[config.mk]
export PLATFORM = sky130hd
export DESIGN_NAME = skit_cell
export DESIGN_NICKNAME = d
export VERILOG_FILES = /design/src/sv/sorted_key_index_table_unit_defines.svh /design/src/sv/skit_pkg.sv /design/src/sv/skit_cell.sv
export SDC_FILE = /design/constraint.sdc
export NUM_CORES = 1
export LEC_CHECK = 0
export ABC_CLOCK_PERIOD_IN_PS = 7900
export BUFFER_PORTS_ARGS = -buffer_cell sky130_fd_sc_hd__buf_4
export CORE_MARGIN = 2
export CORE_UTILIZATION = 40
export DETAILED_ROUTE_END_ITERATION = 7
export GPL_TIMING_DRIVEN = 0
export MAX_ROUTING_LAYER = met4
export PLACE_DENSITY_LB_ADDON = 0.15
export SYNTH_ARGS = -nofsm -noshare
export SYNTH_HDL_FRONTEND = slang
export SYNTH_SLANG_ARGS = --single-unit
[constraint.sdc]
create_clock -name clk -period 7.9 [get_ports clk]
set_clock_uncertainty 0.2 [all_clocks]
set_input_delay 0.395 -clock clk [delete_from_list [all_inputs] [get_ports clk]]
set_output_delay 0.395 -clock clk [all_outputs]
set_load 0.05 [all_outputs]
[src/sv/sorted_key_index_table_unit_defines.svh]
// ----------------------------------------------------------------------------
// Sorted key index table - assertion macros
// Concurrent assertion wrappers. Both compile to nothing when SYNTHESIS is set.
// ----------------------------------------------------------------------------
`ifndef SORTED_KEY_INDEX_TABLE_UNIT_DEFINES_SVH
`define SORTED_KEY_INDEX_TABLE_UNIT_DEFINES_SVH

`ifndef SYNTHESIS
// Checked on every rising edge of clk, disabled while rst_n is low.
`define SKIT_ASSERT(lbl, prop, msg) \
  lbl: assert property (@(posedge clk) disable iff (!rst_n) prop) \
    else $error("%m: %s", msg);
// Checked on every rising edge of clk, also during reset.
`define SKIT_ASSERT_ALWAYS(lbl, prop, msg) \
  lbl: assert property (@(posedge clk) prop) else $error("%m: %s", msg);
`else
`define SKIT_ASSERT(lbl, prop, msg)
`define SKIT_ASSERT_ALWAYS(lbl, prop, msg)
`endif

`endif

[src/sv/skit_pkg.sv]
// ----------------------------------------------------------------------------
// Sorted key index table - package
// Sizes, request and status codes, and the types shared by the cell chain.
// ----------------------------------------------------------------------------
`default_nettype none

package skit_pkg;

  localparam int TABLE_DEPTH = 256;
  localparam int RECORD_BITS = 16;

  localparam int KEY_W      = 34;
  localparam int REQ_W      = 2;
  localparam int STATUS_W   = 3;
  localparam int RECNUM_W   = 16;
  localparam int POS_W      = 8;
  localparam int ENTCNT_W   = 9;

  localparam int CNT_W      = $clog2(TABLE_DEPTH + 1);
  localparam int NREC_W     = RECORD_BITS + 1;

  // Request codes.
  localparam logic [REQ_W-1:0] REQ_LOOKUP = 2'd0;
  localparam logic [REQ_W-1:0] REQ_INSERT = 2'd1;
  localparam logic [REQ_W-1:0] REQ_DELETE = 2'd2;

  // Status codes.
  localparam logic [STATUS_W-1:0] STS_OK        = 3'd0;
  localparam logic [STATUS_W-1:0] STS_NOT_FOUND = 3'd1;
  localparam logic [STATUS_W-1:0] STS_FULL      = 3'd2;
  localparam logic [STATUS_W-1:0] STS_DUP       = 3'd3;
  localparam logic [STATUS_W-1:0] STS_EXHAUSTED = 3'd4;

  typedef enum logic {
    ST_IDLE,
    ST_WORK
  } state_t;

  typedef enum logic {
    CELL_INS,
    CELL_DEL
  } cell_op_t;

  typedef struct packed {
    logic [KEY_W-1:0]       key;
    logic [RECORD_BITS-1:0] rec;
  } entry_t;

  // Broadcast from the controller to every cell.
  typedef struct packed {
    logic             cmp;
    logic [KEY_W-1:0] cmp_key;
    logic             upd;
    cell_op_t         op;
    entry_t           new_entry;
  } cell_ctl_t;

  // Result of resolving the compare flags of the whole chain.
  typedef struct packed {
    logic [CNT_W-1:0]       slot;
    logic                   hit;
    logic [RECORD_BITS-1:0] hit_rec;
  } resolve_t;

endpackage

`default_nettype wire

[src/sv/skit_cell.sv]
// ----------------------------------------------------------------------------
// Sorted key index table - cell
// Holds one entry, compares it with the request key and shifts with its
// neighbors on insert and delete.
// ----------------------------------------------------------------------------
`default_nettype none

module skit_cell import skit_pkg::*; (
  input  logic      clk,
  input  cell_ctl_t ctl,
  input  logic      entry_valid,
  input  logic      prev_lt,
  input  entry_t    prev_entry,
  input  entry_t    next_entry,
  output entry_t    entry,
  output logic      lt,
  output logic      eq
);

  entry_t entry_r, entry_nxt;
  logic   lt_r, eq_r;

  // Cells below the slot keep their entry; the rest move one place.
  always_comb begin
    entry_nxt = entry_r;
    if (ctl.upd && !lt_r) begin
      case (ctl.op)
        CELL_INS: entry_nxt = prev_lt ? ctl.new_entry : prev_entry;
        CELL_DEL: entry_nxt = next_entry;
        default:  entry_nxt = entry_r;
      endcase
    end
  end

  always_ff @(posedge clk) begin
    entry_r <= entry_nxt;
    if (ctl.cmp) begin
      lt_r <= entry_valid && (entry_r.key < ctl.cmp_key);
      eq_r <= entry_valid && (entry_r.key == ctl.cmp_key);
    end
  end

  assign entry = entry_r;
  assign lt    = lt_r;
  assign eq    = eq_r;

endmodule

`default_nettype wire

==> results.cfg <==
[logic_synthesis]
synth_fa_ha_area_frac = 0.123
yosysTopAreaCellShare = 0.452
async_flop_share = 0
ys_types = 27
synth_nets = 566
synthSimpleGateAreaFrac = 0.106
synth_top_cell_by_area = edfxtp_1
synth_seq_cells = 52
avgSynthCellArea_um2 = 10.1
synth_seq_area_share = 0.452
synth_ff_type = edfxtp_1
synthTopCellsByCount = nand2_1, edfxtp_1, mux2i_1, inv_1, ha_1
synthTopCellsByArea = edfxtp_1, mux2i_1, ha_1, nand2_1, o21ai_0
yosys_warnings = 0
synth_top_family_by_area = multiplexers
netlist_instances = 342
yosys.cell_count.top_type = nand2_1
synth_compound_area_frac = 0.116
netlist_area_um2 = 3460
synth.area.mux_share = 0.145
synth_edf_count = 52
synth_xor_area_frac = 0

[grt]
grt_usage = 0.238
grt_pass1_wl_mm = 17.4
first_global_vias = 3675
antenna_found_initial = 0
grt_max_degree = 30
gr-total-overflow = 0

[die]
dieArea_um2 = 9400
initial_utilization = 0.417
chipHeight_um = 97.0
design.core.area_um2 = 8300
die_x_um = 97.0
rows = 33
pin_count = 242

[pwr]
power_leakage_nw = 2.77
p_clk_frac = 0.209
combPwrFrac = 0.346
cellPowerDensity_nw_per_um2 = 138
intPower_w = 0.000513
swShare = 0.324
p_total_w = 0.000759
seq_power_share = 0.445
p_switching_w = 0.000246
ir_drop_uv = 69.7

[layout]
final_core_util = 0.663
multiInputGateArea_um2 = 1700
n_antenna_cell = 0
seq_area_um2 = 1560
drive_gt1_frac = 0.439
nets = 813
syn2layout_area_growth_pct = 59.1
fin_area_um2 = 5500
fillers = 722

[clock_network]
post_cts_buffers = 0
tritoncts = done
clock_latency_ps = 310
cts_root_buf = clkbuf_8
clk_pin_slew_ps = 100
clkSinkCount = 52
holdBufCountCts = 0
numCtsBuffers = 5
clk_path_buf_depth = 2
cts_max_level = 2
ctsResizeCount = 0

[timing]
grt_setup_unrepaired = false
fin_hold_ws_ps = 91.0
hold_viol_final = 0
finalSetupViolations = 0
slew_headroom = 0.540
final.setup.tns_ps = 0
fmax_mhz = 489
slew_violations = 0
timing.final.crit_share = 0.259
min_period_ps = 2040
worst_slew_pin_slew_ps = 689

[placement]
dpl_cell_area_um2 = 5410
gp_congestion = 0.902
dp_hpwl_mm = 9.31
portBuffers = 239

[critical_path]
r2r_cells = 6
crit_fanout = 3
critPathKind = flop to flop
worst_ep_required_time_ps = 7870
cp.arrival_ps = 2010
crit_path_start_kind = flop
crit_path_end_kind = flop
reg2reg_from = entry[21]
r2r_end = lt
reg2reg_slack_ps = 5860

[min_path]
worstHoldStart = ctl[86]
worstHoldEndpoint = lt
hold_class = input pin to flop
worstHoldPathCells = 1

[detailed_routing]
wl_per_cell_um = 15.9
drtPass1Iterations = 4
ant_nets = 0
wl_mm = 11.1
route.detailed.drc = 0
viasPerCell = 5.01
initialDrtViolationCount = 76
via_count = 3481

[run_status]
status = completed

[flow_run]
cap_violations = 0
-- flip-flops by register name (all words and copies together), names as in the netlist --
signal	count
lt	1
eq	1
entry	50
-- metal layers --
metal,global-route usage,vias to the layer above,wire length [um]
met5,-,-,0
met4,0.0488,0,117
met1,0.255,1596,3990
met3,0.0694,9,899
met2,0.436,153,6040
li1,-,1723,-
-- power groups by stage --
stage	logic [W]	clock network [W]	registers, W
after floorplan	0.0000793	0	0.000403
after global placement	0.000256	0	0.000344
after detailed placement	0.000264	0	0.000344
after CTS	0.000265	0.000161	0.000338
after global routing	0.000284	0.000170	0.000340
final	0.000263	0.000159	0.000338
-- layout make-up --
| type | count | area share |
|---|---|---|
| well taps | 105 | 0.0239 |
| clock inverters | 3 | 0.00387 |
| inverters | 35 | 0.0239 |
| clock buffers | 5 | 0.0125 |
| flip-flops and latches | 52 | 0.284 |
| multi-input cells | 238 | 0.309 |
| plain buffers | 17 | 0.0127 |
| repair buffers | 240 | 0.330 |
-- metrics by stage --
stage | cells | worst slack, ps
floorplan | 342 | 4330
global placement | 686 | 3460
detailed placement | 687 | 5750
CTS | 695 | 5830
global route | 695 | 5740
finish | 695 | 5860
-- cells by family after synthesis --
| group | after synthesis |
|---|---|
| buffers and inverters | 52 |
| adder cells (fa/ha/maj) | 34 |
| AND/OR/NAND/NOR | 80 |
| multiplexers | 50 |
| flip-flops | 52 |
| AO/OA/AOI/OAI | 74 |
-- cell usage in the layout (no fill, tap or decap), drive strengths merged --
cell type / netlist / layout
nand2b: 1 / 1
a211oi: 1 / 1
nor2: 2 / 2
nand2: 58 / 58
ha: 34 / 34
nand3b: 1 / 1
mux2i: 50 / 50
a221oi: 3 / 3
edfxtp: 52 / 52
o21ai: 54 / 54
nand4: 7 / 7
nor3: 1 / 1
or2: 1 / 1
nor2b: 1 / 1
clkinv: 0 / 1
clkbuf: 12 / 17
and4bb: 1 / 1
a21o: 2 / 2
nor4: 1 / 1
nand3: 2 / 2
buf: 5 / 245
and4: 2 / 2
clkinvlp: 0 / 1
and3: 2 / 2
o211ai: 2 / 2
a21oi: 12 / 12
inv: 35 / 36
-- worst max-delay path by stage --
stage                          end      start  cells after the start  slack [ps]
final                           lt  entry[21]                      6        5860
after global placement    entry[2]    ctl[51]                      2        3460
after CTS                       lt  entry[21]                      6        5830
after detailed placement        lt    ctl[57]                      8        5750
after global routing            lt  entry[21]                      6        5740
after floorplan           entry[0]         lt                      1        4330
-- critical path, stage by stage, from the launching register on --
cell and delay (ps):
edfxtp_1 430, ha_1 330, and4_4 210, and4bb_4 210
a221oi_2 240, o211ai_1 140, a21oi_1 160
Power figures use the tool's default switching activity.
